**src/hw/rtl/fmacl_pkg.sv**
```systemverilog
// fmacl_pkg: shared types, function codes and the rule match function
// for the first-match packet acl; no dependencies
package fmacl_pkg;

    localparam logic [2:0] FN_CHECK     = 3'd0;
    localparam logic [2:0] FN_ADD       = 3'd1;
    localparam logic [2:0] FN_DELETE    = 3'd2;
    localparam logic [2:0] FN_CLR_LIST  = 3'd3;
    localparam logic [2:0] FN_CLR_STATS = 3'd4;
    localparam logic [2:0] FN_QUERY     = 3'd5;

    localparam logic [7:0] PROTO_TCP = 8'd6;
    localparam logic [7:0] PROTO_UDP = 8'd17;

    localparam int ACT_ALLOW_BIT   = 0;
    localparam int ACT_MONITOR_BIT = 1;

    localparam logic [1:0] VERDICT_PASS  = 2'd0;
    localparam logic [1:0] VERDICT_DENY  = 2'd1;
    localparam logic [1:0] VERDICT_ALLOW = 2'd2;

    typedef struct packed {
        logic [2:0]  func;
        logic [1:0]  list_sel;
        logic [3:0]  rule_index;
        logic [31:0] src_ip;
        logic [31:0] src_mask;
        logic [31:0] dst_ip;
        logic [31:0] dst_mask;
        logic [7:0]  protocol;
        logic [15:0] sport;
        logic [15:0] dport;
        logic [1:0]  action_flags;
        logic        is_ipv4;
    } t_acl_in;

    typedef struct packed {
        logic [1:0]  verdict;
        logic        monitor;
        logic [3:0]  matched_rule;
        logic        op_ok;
        logic [4:0]  rule_count;
        logic [31:0] allowed_total;
        logic [31:0] denied_total;
        logic [31:0] nomatch_total;
        logic [31:0] rule_hits;
    } t_acl_out;

    // classified operation handed from front to back
    typedef enum logic [2:0] {
        OP_CHECK,
        OP_ADD,
        OP_DELETE,
        OP_CLR_LIST,
        OP_CLR_STATS,
        OP_QUERY,
        OP_REPORT,
        OP_NULL
    } t_op;

    typedef struct packed {
        t_op         op;
        logic [1:0]  list_sel;
        logic [3:0]  rule_index;
        logic [31:0] src;
        logic [31:0] src_mask;
        logic [31:0] dst;
        logic [31:0] dst_mask;
        logic [7:0]  proto;
        logic [15:0] sport;
        logic [15:0] dport;
        logic [1:0]  action;
    } t_cmd;

    typedef struct packed {
        logic [31:0] src;
        logic [31:0] src_mask;
        logic [31:0] dst;
        logic [31:0] dst_mask;
        logic [15:0] sport;
        logic [15:0] dport;
        logic [7:0]  proto;
        logic [1:0]  action;
    } t_rule;

    function automatic t_rule rule_from_cmd(t_cmd c);
        t_rule r;
        r.src      = c.src;
        r.src_mask = c.src_mask;
        r.dst      = c.dst;
        r.dst_mask = c.dst_mask;
        r.sport    = c.sport;
        r.dport    = c.dport;
        r.proto    = c.proto;
        r.action   = c.action;
        return r;
    endfunction

    function automatic logic rule_match(t_rule r, t_cmd c);
        logic ports_used;
        logic l4;
        logic port_ok;
        ports_used = (r.sport != 16'd0) || (r.dport != 16'd0);
        l4         = (c.proto == PROTO_TCP) || (c.proto == PROTO_UDP);
        port_ok    = l4 && ((r.sport == 16'd0) || (r.sport == c.sport))
                        && ((r.dport == 16'd0) || (r.dport == c.dport));
        return ((r.proto == 8'd0) || (r.proto == c.proto))
            && ((c.src & r.src_mask) == r.src)
            && ((c.dst & r.dst_mask) == r.dst)
            && (!ports_used || port_ok);
    endfunction

endpackage

```
**src/hw/rtl/fmacl_queue.sv**
```systemverilog
// fmacl_queue: two-entry command queue between front and back
// depends on fmacl_pkg
module fmacl_queue (
    input  logic            i_clk,
    input  logic            i_rst_n,
    input  logic            i_push,
    input  fmacl_pkg::t_cmd i_cmd,
    output logic            o_full,
    output logic            o_valid,
    output fmacl_pkg::t_cmd o_cmd,
    input  logic            i_pop
);
    import fmacl_pkg::*;

    t_cmd       r_slot [2];
    logic       r_wp;
    logic       r_rp;
    logic [1:0] r_cnt;

    assign o_full  = (r_cnt == 2'd2);
    assign o_valid = (r_cnt != 2'd0);
    assign o_cmd   = r_slot[r_rp];

    always_ff @(posedge i_clk) begin
        if (!i_rst_n) begin
            r_wp  <= 1'b0;
            r_rp  <= 1'b0;
            r_cnt <= 2'd0;
        end else begin
            if (i_push) begin
                r_wp <= !r_wp;
            end
            if (i_pop) begin
                r_rp <= !r_rp;
            end
            r_cnt <= r_cnt + 2'(i_push) - 2'(i_pop);
        end
    end

    always_ff @(posedge i_clk) begin
        if (i_push) begin
            r_slot[r_wp] <= i_cmd;
        end
    end

endmodule

```
**config.mk**
```make
export PLATFORM = sky130hd
export DESIGN_NAME = fmacl_queue
export DESIGN_NICKNAME = d
export VERILOG_FILES = /design/src/hw/rtl/fmacl_pkg.sv /design/src/hw/rtl/fmacl_queue.sv
export SDC_FILE = /design/constraint.sdc
export NUM_CORES = 1
export LEC_CHECK = 0
export ABC_AREA = 1
export BUFFER_PORTS_ARGS = -buffer_cell sky130_fd_sc_hd__buf_2
export CAP_MARGIN = 20
export CORE_ASPECT_RATIO = 1.5
export CORE_MARGIN = 3
export CORE_UTILIZATION = 41
export CTS_CLUSTER_SIZE = 16
export DETAILED_ROUTE_END_ITERATION = 16
export GPL_TIMING_DRIVEN = 0
export SKIP_CTS_REPAIR_TIMING = 1
export SLEW_MARGIN = 20
export SYNTH_ARGS = -nofsm -noshare
export SYNTH_HDL_FRONTEND = slang
export SYNTH_SLANG_ARGS = --single-unit
```
**constraint.sdc**
```tcl
create_clock -name i_clk -period 14.1 [get_ports i_clk]
set_input_delay 1.41 -clock i_clk [delete_from_list [all_inputs] [get_ports i_clk]]
set_output_delay 1.41 -clock i_clk [all_outputs]
set_load 0.05 [all_outputs]
```
==> results.yml <==
outcome:
  status: "completed"
yosys:
  syn_area_mm2: 0.0136
  synth_top_area_frac: 0.793
  syn_nets: 775
  synth_edf_count: 358
  yosysUniqueCellTypes: 12
  yosys-top-cells-count: "edfxtp_1, mux2_4, mux2_2"
  seq_area_frac_synth: 0.801
  synthArstFlopShare: 0
  synth.avg_cell_area_um2: 23.0
  yosysWarnings: 0
  yosysTopAreaCell: "edfxtp_1"
  synth_top_flop_cell: "edfxtp_1"
  postSynthCellCount: 590
  synth_most_common_cell: "edfxtp_1"
  ys_top_cells_by_area: "edfxtp_1, mux2_4, mux2_2"
  yosys_register_bits: 363
pwr:
  ir_drop_uv: 128
  intPower_mw: 1.86
  pwr-share-clk: 0.340
  power_leakage_nw: 6.71
  powerDensity_mw_per_mm2: 146
  p_sw_frac: 0.260
  seq_power_share: 0.502
  p_sw_uw: 653
  share_comb_of_total_power: 0.158
timing:
  setup_violations: 0
  rsz0062_at_grt: "no"
  finClkSkew_ns: 0.00920
  slew_violations: 0
  fmax_mhz: 297
  fin_crit_sh: 0.239
  period_needed_ns: 3.37
  tns_ns: 0
  tightest_slew_ns: 0.699
  finalHoldViolations: 0
  relSlewSlack: 0.534
grt:
  overflow: 0
  grt.total_usage: 0.154
  grt_max_degree: 93
  antenna_found_initial: 9
  grt_pass1_wl_mm: 41.7
  first_global_vias: 7250
clocking:
  clk_latency_ns: 0.51
  clockBufferDepth: 3
  root_buffer: "clkbuf_16"
  cts_buffers: 35
  cts_tree: "built"
  h-tree-depth: 2
  cts_sinks: 363
  path_clk_slew_ns: 0.06
die:
  die_w_um: 154
  dieHeight_um: 229
  rows: 80
  die-area_mm2: 0.0353
  pin_count: 364
  start_util: 0.421
  core_mm2: 0.0322
detailed_routing:
  wirelength_mm: 27.9
  drt-vias-per-instance: 4.73
  route.antenna.remaining_nets: 0
  drtIter0Drc: 256
  first_pass_iters: 5
  num_vias: 6803
  drc: 0
  wl_per_cell_um: 19.4
worst_setup_path:
  worst-path-buf-inv: 4
  cpMostUsedCell: "buf_6"
  critPathArrivalTime_ns: 1.96
  critPathTopFamily: "buffers and inverters"
  regToRegSetupSlack_ns: 12.10
  crit_slowest_cell: "dfxtp_1"
  worstSetupEndpointType: "output pin"
  slowest_delay_ns: 0.32
  crit_cells: 5
  crit_path_end: "o_cmd[95]"
  reg2reg_depth: 3
  crit_type: "reg -> out"
  start_kind: "flop"
  crit_fanout: 10
  r2r_end: "r_slot[1][129]"
  worstPathRequired_ns: 12.69
  r2r_start: "r_wp"
  crit_path_cell_trace: "buf_6 -> buf_6 -> buf_6 -> mux2_4 -> buf_2"
layout:
  fill_cells: 2638
  layout.nets: 1184
  drive_gt1_frac: 0.608
  area_growth_pct: 26.7
  final_util: 0.533
place:
  hpwlAfterDp_mm: 19.9
  gp_congestion: 0.734
  port-buffer-count: 363
run:
  drv_cap: 0
hold_path:
  hp-class: "reg -> reg"
## flip-flops by register name, indices dropped and copies added, names as in the netlist, named ones only
name,count
r_cnt,2
r_rp,1
r_slot,358
r_wp,1
## cell type report
type	count	area [um2]	share of cell area
Sequential cell	363	10900	0.632
Multi-Input combinational cell	200	2500	0.145
Timing Repair Buffer	372	2030	0.118
Clock buffer	42	965	0.0562
Tap cell	410	513	0.0299
Buffer	20	188	0.0109
Clock inverter	17	82.6	0.00481
Inverter	7	33.8	0.00197
Antenna cell	8	20.0	0.00117
## worst min path at each step
stage / start / cells past startpoint / slack [ns] / endpoint
finish: r_rp / 2 / 0.50 / flop
global placement: r_rp / 2 / 0.48 / r_rp
floorplan: r_rp / 2 / 0.46 / flop
detailed placement: r_rp / 2 / 0.50 / flop
global route: r_rp / 2 / 0.55 / flop
CTS: r_rp / 2 / 0.51 / flop
## power by group through the flow
| stage | registers [mW] | logic [mW] | clock network, mW |
|---|---|---|---|
| floorplan | 1.29 | 0.291 | 0 |
| global placement | 1.30 | 0.389 | 0 |
| detailed placement | 1.29 | 0.402 | 0 |
| CTS | 1.26 | 0.403 | 0.886 |
| global route | 1.27 | 0.417 | 0.928 |
| finish | 1.26 | 0.397 | 0.855 |
## logic make-up (layout without fill, tap and decap cells)
logic type	count (synthesis)	in the layout	share of synthesized area
AOI/OAI and AO/OA	1	1	0.000369
other	0	8	0
and+or+nand+nor	18	18	0.00508
adders and majority gates	2	2	0.00185
DFF	363	363	0.801
muxes	179	179	0.176
buffers and inverters	27	458	0.0158
## metal layers
metal  part of all wire  track usage
met1               0.33        0.158
met2               0.54        0.281
met3              0.081       0.0508
met4              0.041       0.0710
met5            0.00068            0
## placed cells by master (no fill, tap or decap), drive strengths merged
master and n:
a21oi 1, buf 392, clkbuf 42, clkinv 16, dfxtp 5, diode 8
edfxtp 358, ha 2, inv 8, mux2 179, nand2 9, nand3 1
nor2 8
## worst register-to-register path, stage by stage (launching register included)
cell     delay, ns
dfxtp_1       0.39
nand2_1       0.18
inv_8         0.50
buf_16        0.44
## per-stage QoR
step                      hold slack (ns)  cells  power, mW  setup slack, ns  instance area, um2
after floorplan                     0.463    590       1.59             4.44               13600
after global placement              0.479   1363       1.69           -0.633               15900
after detailed placement            0.495   1372       1.69            10.84               16100
after CTS                           0.505   1431       2.55            10.66               17200
after global routing                0.553   1437       2.61            10.64               17200
final                               0.497   1439       2.51            10.73               17200
Note: power is estimated with default switching activity, not from simulation.
