$ cat config.mk
export PLATFORM = sky130hd
export DESIGN_NAME = fmacl_front
export DESIGN_NICKNAME = d
export VERILOG_FILES = /design/src/hw/rtl/fmacl_pkg.sv /design/src/hw/rtl/fmacl_front.sv
export SDC_FILE = /design/constraint.sdc
export NUM_CORES = 1
export LEC_CHECK = 0
export BUFFER_PORTS_ARGS = -buffer_cell sky130_fd_sc_hd__buf_2
export CAP_MARGIN = 30
export CORE_AREA = 2 2 140 142
export DETAILED_ROUTE_END_ITERATION = 10
export DIE_AREA = 0 0 142 144
export PLACE_DENSITY = 0.36
export SYNTH_ARGS = -nofsm -noshare
export SYNTH_HDL_FRONTEND = slang
export SYNTH_SLANG_ARGS = --single-unit
$ cat constraint.sdc
create_clock -name vclk -period 2.7
set_clock_uncertainty 0.05 [all_clocks]
set_input_delay 0.405 -clock vclk [all_inputs]
set_output_delay 0.405 -clock vclk [all_outputs]
set_load 0.05 [all_outputs]
$ cat src/hw/rtl/fmacl_pkg.sv
// fmacl_pkg: shared types, function codes and the rule match function
// for the first-match packet acl; no dependencies
package fmacl_pkg;

    localparam logic [2:0] FN_CHECK     = 3'd0;
    localparam logic [2:0] FN_ADD       = 3'd1;
    localparam logic [2:0] FN_DELETE    = 3'd2;
    localparam logic [2:0] FN_CLR_LIST  = 3'd3;
    localparam logic [2:0] FN_CLR_STATS = 3'd4;
    localparam logic [2:0] FN_QUERY     = 3'd5;

    localparam logic [7:0] PROTO_TCP = 8'd6;
    localparam logic [7:0] PROTO_UDP = 8'd17;

    localparam int ACT_ALLOW_BIT   = 0;
    localparam int ACT_MONITOR_BIT = 1;

    localparam logic [1:0] VERDICT_PASS  = 2'd0;
    localparam logic [1:0] VERDICT_DENY  = 2'd1;
    localparam logic [1:0] VERDICT_ALLOW = 2'd2;

    typedef struct packed {
        logic [2:0]  func;
        logic [1:0]  list_sel;
        logic [3:0]  rule_index;
        logic [31:0] src_ip;
        logic [31:0] src_mask;
        logic [31:0] dst_ip;
        logic [31:0] dst_mask;
        logic [7:0]  protocol;
        logic [15:0] sport;
        logic [15:0] dport;
        logic [1:0]  action_flags;
        logic        is_ipv4;
    } t_acl_in;

    typedef struct packed {
        logic [1:0]  verdict;
        logic        monitor;
        logic [3:0]  matched_rule;
        logic        op_ok;
        logic [4:0]  rule_count;
        logic [31:0] allowed_total;
        logic [31:0] denied_total;
        logic [31:0] nomatch_total;
        logic [31:0] rule_hits;
    } t_acl_out;

    // classified operation handed from front to back
    typedef enum logic [2:0] {
        OP_CHECK,
        OP_ADD,
        OP_DELETE,
        OP_CLR_LIST,
        OP_CLR_STATS,
        OP_QUERY,
        OP_REPORT,
        OP_NULL
    } t_op;

    typedef struct packed {
        t_op         op;
        logic [1:0]  list_sel;
        logic [3:0]  rule_index;
        logic [31:0] src;
        logic [31:0] src_mask;
        logic [31:0] dst;
        logic [31:0] dst_mask;
        logic [7:0]  proto;
        logic [15:0] sport;
        logic [15:0] dport;
        logic [1:0]  action;
    } t_cmd;

    typedef struct packed {
        logic [31:0] src;
        logic [31:0] src_mask;
        logic [31:0] dst;
        logic [31:0] dst_mask;
        logic [15:0] sport;
        logic [15:0] dport;
        logic [7:0]  proto;
        logic [1:0]  action;
    } t_rule;

    function automatic t_rule rule_from_cmd(t_cmd c);
        t_rule r;
        r.src      = c.src;
        r.src_mask = c.src_mask;
        r.dst      = c.dst;
        r.dst_mask = c.dst_mask;
        r.sport    = c.sport;
        r.dport    = c.dport;
        r.proto    = c.proto;
        r.action   = c.action;
        return r;
    endfunction

    function automatic logic rule_match(t_rule r, t_cmd c);
        logic ports_used;
        logic l4;
        logic port_ok;
        ports_used = (r.sport != 16'd0) || (r.dport != 16'd0);
        l4         = (c.proto == PROTO_TCP) || (c.proto == PROTO_UDP);
        port_ok    = l4 && ((r.sport == 16'd0) || (r.sport == c.sport))
                        && ((r.dport == 16'd0) || (r.dport == c.dport));
        return ((r.proto == 8'd0) || (r.proto == c.proto))
            && ((c.src & r.src_mask) == r.src)
            && ((c.dst & r.dst_mask) == r.dst)
            && (!ports_used || port_ok);
    endfunction

endpackage

$ cat src/hw/rtl/fmacl_front.sv
// fmacl_front: accepts items and classifies them into back-end commands
// depends on fmacl_pkg
module fmacl_front #(
    parameter int NUM_LISTS      = 4,
    parameter int RULES_PER_LIST = 16
) (
    input  logic               i_valid,
    output logic               o_ready,
    input  fmacl_pkg::t_acl_in i_item,
    output logic               o_push,
    output fmacl_pkg::t_cmd    o_cmd,
    input  logic               i_full
);
    import fmacl_pkg::*;

    logic in_range;
    logic idx_ok;

    assign o_ready = !i_full;
    assign o_push  = i_valid && !i_full;

    always_comb begin
        in_range = 32'(i_item.list_sel) < 32'(NUM_LISTS);
        idx_ok   = 32'(i_item.rule_index) < 32'(RULES_PER_LIST);

        o_cmd.list_sel   = i_item.list_sel;
        o_cmd.rule_index = i_item.rule_index;
        o_cmd.src_mask   = i_item.src_mask;
        o_cmd.dst_mask   = i_item.dst_mask;
        o_cmd.proto      = i_item.protocol;
        o_cmd.sport      = i_item.sport;
        o_cmd.dport      = i_item.dport;
        o_cmd.action     = i_item.action_flags;
        o_cmd.src        = i_item.src_ip;
        o_cmd.dst        = i_item.dst_ip;

        unique case (i_item.func)
            FN_CHECK:     o_cmd.op = i_item.is_ipv4 ? OP_CHECK : OP_REPORT;
            FN_ADD: begin
                o_cmd.op  = OP_ADD;
                // rules are stored pre-masked
                o_cmd.src = i_item.src_ip & i_item.src_mask;
                o_cmd.dst = i_item.dst_ip & i_item.dst_mask;
            end
            FN_DELETE:    o_cmd.op = idx_ok ? OP_DELETE : OP_REPORT;
            FN_CLR_LIST:  o_cmd.op = OP_CLR_LIST;
            FN_CLR_STATS: o_cmd.op = OP_CLR_STATS;
            FN_QUERY:     o_cmd.op = idx_ok ? OP_QUERY : OP_REPORT;
            default:      o_cmd.op = OP_REPORT;
        endcase

        if (!in_range) begin
            o_cmd.op = OP_NULL;
        end
    end

endmodule

==> key figures, run 1 <==
Status
  – Status: complete, no violations

Yosys
  – Top cells by area, synth: buf_4 (58%), o21a_1 (33%), buf_6 (5.4%)
  – Cell taking the most area after synthesis: buf_4
  – Post-synthesis sequential area ratio: 0%
  – Top-area cell type share of the netlist area: a little under 60%
  – Post-synth cell types: 9
  – Synthesized instance count: 190
  – Post-synthesis net count: 372
  – Mean Syn Cell Area: ~7.6 sq um
  – Yosys warns: 0
  – Mapped Area: 1450 sq um

Global route
  – First-pass GRT wire length: 6750 microns
  – Largest net degree at the start of global routing: 65
  – Initial antenna violation count: 0
  – Number of global-route vias before repair: about 1400
  – Global-route usage over all layers: 4.14%
  – GRT overflow: 0

Drt
  – Vias per cell: 2.97
  – Remaining antenna violation count: 0
  – WL final: 5540 microns
  – Vias: approximately 1700
  – DR DRC count: 0
  – DRT Pass-1 Iters: 2
  – DR iter-0 viols: 37
  – Routed wire per std cell: 9.60 microns

Setup path
  – Critical-path top delay cell: or3b_2
  – Crit path cell chain: buf_2 > or3b_2 > buf_12 > o21a_1 > buf_2
  – Arrival time worst endpoint: between 1.5 and 2 ns
  – Largest stage delay, worst path: 0.49 ns
  – Crit path capture type: output port
  – CP dominant cell by count: buf_2
  – Setup CP Type: in2out
  – Required time worst endpoint: 2.25 ns
  – Startpoint types: input port
  – Top delay family on crit path: buffers and inverters
  – Crit Path Max Fanout: 64
  – Buf+Inv Stages, Crit Path: 3

Die
  – Core Area: 19100 sq um
  – Die Wd: 142 microns
  – Rows: about 50
  – Top-level port count: 363
  – Die ar.: roughly 20000 sq um
  – Initial Utilization: 7.59%
  – Die Height: around 140 microns

STA
  – Min Tclk post-route: around 2.2 ns
  – Final hold violation count: 0
  – Final setup fails: 0
  – Unrepaired setup endpoints after global routing: false
  – Max Slew Vio Count: 0
  – Tightest Pin Transition: 0.317 ns
  – Slew headroom: 78.9%
  – Fmax achieved: about 460 MHz
  – Setup_tns: 0 ns
  – Final worst-path cycle share: 80.2%

Cells and area
  – Seq Cell Count: 0
  – Leading cell types in the layout, fill and taps excluded: buf_2 (267), o21a_1 (64), o21bai_1 (2)
  – Diode count: 0
  – Fill cells: 2188
  – Clock buffer count: 0
  – Share of cells above drive strength 1: 79.6%
  – FF/Latch Area: 0 sq um
  – Final #Nets: 523
  – Most common cell after layout, fill and taps aside: buf_2
  – Final Core Density: a little under an eighth
  – Area delta synth->final: 50.7%

Placement
  – DP HPWL: 4860 microns
  – Count of buffers from port buffering: ~270
  – Routability Congestion: about 0.64

Clocking
  – # Post-CTS Setup Buffers: 0
  – Hold buffer count at cts: 0
  – Post-CTS Resized: 0

Power and ir drop
  – Peak supply drop: between 0.05 and 0.06 mV
  – PD cells: roughly 320 nW/um^2
  – Leak pwr: 1.22 nW

Flow run
  – MaxCap Viol Count: 0

Worst hold path
  – HP Class: in2out
layout make-up:
class | instances | area, sq um | share of cell area (%)
Inverter | 1 | 3.75 | 0.172
Multi-Input combinational cell | 70 | 524 | 24.0
Tap cell | 238 | 298 | 13.6
Timing Repair Buffer | 268 | 1360 | 62.2
Yosys cell counts, drive strengths merged:
cell type,n
a21boi,1
nor2b,1
or2,1
or3b,1
buf,119
o21a,64
inv,1
o21bai,2
stage by stage:
step           hold WS, ns  cell area (sq um)  worst slack (ns)  power, W  cells
2_1_floorplan        0.927               1450             0.701  0.000749    190
3_3_place_gp         0.760               2180             0.549  0.000708    577
3_5_place_dp         0.760               2180             0.535  0.000705    577
4_1_cts              0.760               2180             0.535  0.000706    577
5_1_grt              0.760               2180             0.499  0.000733    577
6_report             0.760               2180             0.534  0.000701    577
report_power, final:
group | internal (W) | switching (W) | total (W)
combinational | 0.000183 | 0.000518 | 0.000701
clock | 0 | 0 | 0
sequential | 0 | 0 | 0
total | 0.000183 | 0.000518 | 0.000701
layer usage:
metal | vias to the layer above | track usage, % | wire, microns
li1 | 827 | - | -
met3 | 34 | 0.232 | 516
met4 | 0 | 2.58 | 292
met5 | - | 0 | 0
met2 | 150 | 9.31 | 3030
met1 | 705 | 3.35 | 1700
worst paths after layout:
path	end	cells past startpoint	start
setup / recovery	o_cmd[143]	5	i_item[179]
hold / removal	o_cmd[33]	0	i_item[34]
cell families (layout without fill, tap and decap cells):
kind of cell,Yosys count,after routing,share of synthesized area [%]
buffers and inverters,120,269,63.8
AOI/OAI and AO/OA,67,67,34.7
and+or+nand+nor,3,3,1.47
No activity file was read; power rests on OpenSTA's default activity.
==> run 2: changes to the inputs <==
Settings changed: CORE_AREA 2 2 140 142 to 2 2 143 145, DIE_AREA 0 0 142 144 to 0 0 145 147, PLACE_DENSITY 0.36 to 0.35.
Clock period 2.7 ns to 2.1 ns, I/O delays scaled along.
==> run 2 against run 1 <==
Effect of this change: sequential cell count did not move; final cell count rose by 5.7%; critical path depth did not move; combinational power rose by 30%.
==> key figures, run 2 (synthesis gave the netlist of run 1 again) <==
Cells and area
  – FF/Latch Area: 0 sq um (unchanged)
  – Final #Nets: 524 (+0.19%)
  – Leading cell types in the layout, fill and taps excluded: buf_2 (267), o21a_1 (64), o21bai_1 (2), buf_12 (2)
  – Layout Cells excl Fill: 610 (+5.7%)
  – Most common cell after layout, fill and taps aside: buf_2
  – Multi-input logic area: 524 sq um (unchanged)
  – Diode count: 0 (unchanged)
  – Clock buffer count: 0 (unchanged)
  – Area delta synth->final: 54.9%
  – Seq Cell Count: 0 (unchanged)
  – Share of cells above drive strength 1: 79.7% (about the same)
  – Fill cells: 2312 (+5.7%)
  – Fin area: 2240 sq um (+2.8%)

Placement
  – Cell Area, Placed: 2240 sq um (+2.8%)
  – DP HPWL: 5840 microns (+20%)
  – Cell Count Post-Placement: 610 (+5.7%)
  – Count of buffers from port buffering: 267 (unchanged)
  – Routability Congestion: 0.684 (+6.7%)
  – Pre-CTS setup slack: 0.122 ns (-0.413 ns)

Clocking
  – # Post-CTS Setup Buffers: 0 (unchanged)
  – Hold buffer count at cts: 0 (unchanged)
  – Post-CTS Resized: 0 (unchanged)

Global route
  – Grt peak-use layer: met2
  – Number of global-route vias before repair: 1518 (+11%)
  – Met1 Use GR: 5.24% (+1.9 points)
  – Initial antenna violation count: 0 (unchanged)
  – GR Util met3: 0.807% (+0.58 points)
  – Global-route usage over all layers: 5.22% (+1.1 points)
  – GRT overflow: 0 (unchanged)
  – First-pass GRT wire length: 8790 microns (+30%)
  – GR Util met2: 10.5% (+1.2 points)
  – Largest net degree at the start of global routing: 40 (-38%)

STA
  – PnR worst setup slack: 0.121 ns (-0.414 ns)
  – Tightest Pin Transition: 0.291 ns (-0.0260 ns)
  – Max Slew Vio Count: 0 (unchanged)
  – Final hold violation count: 0 (unchanged)
  – Final worst-path cycle share: 94.3%
  – Final setup fails: 0 (unchanged)
  – Min Tclk post-route: between 1.5 and 2 ns
  – Unrepaired setup endpoints after global routing: false
  – Setup_tns: 0 ns (unchanged)
  – Slew headroom: 80.7% (+1.9 points)
  – Fmax achieved: 505 MHz

Die
  – Die ar.: 21300 sq um (+4.2%)
  – Die Wd: 145 microns (+2.1%)
  – Initial Utilization: 7.30% (-0.29 points)
  – Die Height: 147 microns (+2.1%)
  – Top-level port count: 363 (unchanged)
  – Rows: 52 (+2.0%)
  – Core Area: 19800 sq um (+4.0%)

Worst hold path
  – HP Class: in2out
  – Hold Crit Start: i_item[2]
  – Hold depth: 0 (unchanged)
  – Min-Delay Endpoint: o_cmd[1]

Setup path
  – Startpoint types: input port
  – Required time worst endpoint: 1.74 ns (-0.51 ns)
  – Setup CP Type: in2out
  – Arrival time worst endpoint: 1.61 ns (-0.10 ns)
  – Crit path capture type: output port
  – Crit Path Max Fanout: 39 (-39%)

Drt
  – Vias per cell: 2.81 (-5.5%)
  – WL final: 6470 microns (+17%)
  – Remaining antenna violation count: 0 (unchanged)
  – DRT Pass-1 Iters: 2 (unchanged)
  – Routed wire per std cell: 10.6 microns (+11%)
  – DR DRC count: 0 (unchanged)
  – DR iter-0 viols: 44 (+19%)
  – Vias: 1715 (-0.058%)

Power and ir drop
  – PD cells: 407 nW/um^2 (+27%)
  – Leak pwr: 1.23 nW (+0.85%)
  – Peak supply drop: 0.0859 mV (+50%)

Flow run
  – MaxCap Viol Count: 0 (unchanged)

Status
  – Status: complete, no violations
[run 2: final cells by class]
| cell class | instances | area share, % |
|---|---|---|
| Multi-Input combinational cell | 70 | 23.4 |
| Tap cell | 270 | 15.1 |
| Timing Repair Buffer | 269 | 61.4 |
| Inverter | 1 | 0.167 |
[run 2: worst max path at each step]
| stage | endpoint | start |
|---|---|---|
| after floorplan | o_cmd[176] | i_item[177] |
| after global placement | o_cmd[169] | i_item[179] |
| after CTS | o_cmd[169] | i_item[179] |
| after detailed placement | o_cmd[169] | i_item[179] |
| final | o_cmd[169] | i_item[179] |
| after global routing | o_cmd[169] | i_item[179] |
[run 2: per-layer routing]
metal | vias to the layer above | routed length, microns
li1 | 830 | -
met1 | 712 | 2160
met2 | 143 | 3400
met3 | 30 | 614
met4 | 0 | 292
met5 | - | 0
[run 2: through the flow]
stage	total power [W]	util [%]	hold slack, ns
detailed placement	0.000920	11.3	0.580
global route	0.000952	11.3	0.580
floorplan	0.000963	-	0.747
global placement	0.000923	11.3	0.580
CTS	0.000922	11.3	0.580
finish	0.000912	11.3	0.580
[run 2: where the power goes]
part | leakage (nW) | total [W] | switching, W | internal, W
sequential | 0 | 0 | 0 | 0
combinational | 1.23 | 0.000912 | 0.000674 | 0.000238
clock | 0 | 0 | 0 | 0
total | 1.23 | 0.000912 | 0.000674 | 0.000238
[run 2: critical path: stages]
cell	delay [ns]
buf_2	0.12
or3b_2	0.53
buf_12	0.20
o21a_1	0.20
buf_2	0.21
==> run 3: changes to the inputs <==
Settings changed: ABC_AREA set to 1, CORE_AREA 2 2 143 145 to 2 2 140 142, DIE_AREA 0 0 145 147 to 0 0 142 144, PLACE_DENSITY 0.35 to 0.41.
==> run 3 against run 2 <==
Effect of this change: worst hold slack is essentially flat; sequential share of layout area stayed put; critical path depth rose by 2; die area shrank 4.1%; maximum frequency is 19% higher; first-iteration DRC count rose by 73%; final cell count up 38%; critical path type unchanged.
==> key figures, run 3 <==
Cells and area
  – Area delta synth->final: 31.9%
  – Final #Nets: 788 (+50%)
  – Most common cell after layout, fill and taps aside: buf_2
  – FF/Latch Area: 0 sq um (unchanged)
  – Seq Cell Count: 0 (unchanged)
  – Share of cells above drive strength 1: 45.4% (-34 points)
  – Diode count: 0 (unchanged)
  – Leading cell types in the layout, fill and taps excluded: buf_2 (267), nand2_1 (195), inv_1 (68), nand3_1 (64), buf_12 (3)
  – Layout Cells excl Fill: 842 (+38%)
  – Clock buffer count: 0 (unchanged)

Yosys
  – Commonest cells in the netlist: nand2_1 (195), buf_4 (112), inv_1 (68)
  – Synthesized instance count: 464 (+140%)
  – Top-area cell type share of the netlist area: 36.4% (-22 points)
  – Cell taking the most area after synthesis: buf_4
  – Mapped Area: 2310 sq um (+60%)
  – Mean Syn Cell Area: 4.98 sq um (-35%)
  – Post-synth cell types: 11 (+2)
  – Main combinational cell family by area after synthesis: buffers and inverters
  – Post-synthesis sequential area ratio: 0% (unchanged)
  – Mux contribution to synthesized area: 0% (unchanged)
  – Simple-Gate Fraction of Synth Area: 46.4% (+45 points)
  – Compound-cell area share of the yosys netlist: 0.325% (-34 points)
  – Yosys warns: 0 (unchanged)
  – Most common cell in the netlist: nand2_1
  – Top cells by area, synth: buf_4 (36%), nand2_1 (32%), nand3_1 (14%)
  – Post-Synth XOR/XNOR Area: 0% (unchanged)
  – Post-synthesis net count: 646 (+74%)
  – Area share of fa/ha/maj cells after synthesis: 0% (unchanged)

STA
  – Final setup fails: 0 (unchanged)
  – Setup_tns: 0 ns (unchanged)
  – Unrepaired setup endpoints after global routing: false
  – Min Tclk post-route: 1.67 ns (-0.309 ns)
  – Final hold violation count: 0 (unchanged)
  – Max Slew Vio Count: 0 (unchanged)
  – Final worst-path cycle share: 79.5% (-15 points)
  – Tightest Pin Transition: 0.389 ns (+0.0981 ns)
  – Fmax achieved: 599 MHz (+19%)
  – PnR worst setup slack: 0.430 ns (+0.309 ns)
  – Slew headroom: 74.1% (-6.7 points)

Status
  – Status: complete, no violations

Global route
  – Initial antenna violation count: 0 (unchanged)
  – Largest net degree at the start of global routing: 65 (+63%)
  – First-pass GRT wire length: 13100 microns (+49%)
  – Global-route usage over all layers: 7.86% (+2.6 points)
  – Number of global-route vias before repair: 2633 (+73%)
  – GRT overflow: 0 (unchanged)

Clocking
  – Post-CTS Resized: 0 (unchanged)
  – # Post-CTS Setup Buffers: 0 (unchanged)
  – Hold buffer count at cts: 0 (unchanged)

Drt
  – WL final: 9260 microns (+43%)
  – Routed wire per std cell: 11.0 microns (+3.7%)
  – Vias per cell: 3.53 (+26%)
  – Remaining antenna violation count: 0 (unchanged)
  – Vias: 2973 (+73%)
  – DRT Pass-1 Iters: 4 (+2)
  – DR iter-0 viols: 76 (+73%)
  – DR DRC count: 0 (unchanged)

Power and ir drop
  – Total Power: 0.00111 W (+21%)
  – Leak pwr: 2.31 nW (+89%)
  – PD cells: 363 nW/um^2 (-11%)
  – Peak supply drop: 0.184 mV (+110%)

Setup path
  – Startpoint types: input port
  – Crit path cell chain: buf_2 > nor2_4 > nand2_2 > buf_12 > nand2_1 > nand2_1 > buf_2
  – Arrival time worst endpoint: 1.30 ns (-0.31 ns)
  – Largest stage delay, worst path: 0.21 ns (-0.32 ns)
  – Crit Path Max Fanout: 64 (+64%)
  – Setup CP Type: in2out
  – Required time worst endpoint: 1.74 ns (about the same)
  – Worst setup path startpoint: i_item[179]
  – Crit path capture type: output port
  – Worst setup endpoint: o_cmd[166]
  – Critical-path top delay cell: buf_12

Die
  – Top-level port count: 363 (unchanged)
  – Die Wd: 142 microns (-2.1%)
  – Rows: 51 (-1.9%)
  – Die ar.: 20400 sq um (-4.1%)
  – Die Height: 144 microns (-2.0%)
  – Core Area: 19100 sq um (-3.9%)
  – Initial Utilization: 12.1% (+4.8 points)

Placement
  – DP HPWL: 7750 microns (+33%)
  – Routability Congestion: 0.743 (+8.6%)
  – Pre-CTS setup slack: 0.417 ns (+0.295 ns)
  – Cell Count Post-Placement: 842 (+38%)
  – Count of buffers from port buffering: 267 (unchanged)

Flow run
  – MaxCap Viol Count: 0 (unchanged)

Worst hold path
  – HP Class: in2out
-- run 3: cell count changes in the layout (fill, tap and decap cells not counted), moves of 2 or more --
cell      previous run  this run
buf_4                0         2
inv_1                1        68
nand2_1              0       195
nand3_1              0        64
nor2_1               0         2
o21a_1              64         0
o21bai_1             2         0
-- run 3: area by class of cell --
cell class / instances / area [sq um]
fill: 2272 / 16000
timing repair buffer: 272 / 1410
multi-input combinational: 264 / 1080
tap: 238 / 298
inverter: 68 / 255
-- run 3: through the flow --
stage	cell area (sq um)	hold WS [ns]	util, %
floorplan	2310	0.747	-
detailed placement	3050	0.580	16.0
global route	3050	0.580	16.0
finish	3050	0.580	16.0
CTS	3050	0.580	16.0
global placement	3050	0.580	16.0
-- run 3: logic make-up (layout without fill, tap and decap cells) --
| kind of cell | count (synthesis) | count (layout) |
|---|---|---|
| buf+inv | 200 | 340 |
| compound gates | 1 | 1 |
| simple gates | 263 | 263 |
-- run 3: worst min path at each step --
stage | start | to | slack [ns] | cells after the start
6_report | i_item[16] | o_cmd[15] | 0.58 | 0
3_5_place_dp | i_item[13] | o_cmd[12] | 0.58 | 0
4_1_cts | i_item[13] | o_cmd[12] | 0.58 | 0
5_1_grt | i_item[33] | o_cmd[32] | 0.58 | 0
3_3_place_gp | i_item[13] | o_cmd[12] | 0.58 | 0
2_1_floorplan | i_item[1] | o_cmd[0] | 0.75 | 1
-- run 3: metal layers --
layer  GRT usage (%)  share of wire [%]  up-vias
li1                -                  -     1544
met1            8.33                 38     1229
met2            15.6                 50      162
met3            1.26                8.3       38
met4            2.68                3.8        0
met5               0                  0        -
-- run 3: power breakdown --
| part | switching, W | internal (W) | leakage, nW |
|---|---|---|---|
| Clock | 0 | 0 | 0 |
| Combinational | 0.000837 | 0.000269 | 2.31 |
| Sequential | 0 | 0 | 0 |
| Total | 0.000837 | 0.000269 | 2.31 |
-- run 3: critical path, delay by kind of cell --
| kind | cells | cell delay (ns) |
|---|---|---|
| simple gates | 4 | 0.41 |
| buf+inv | 3 | 0.54 |
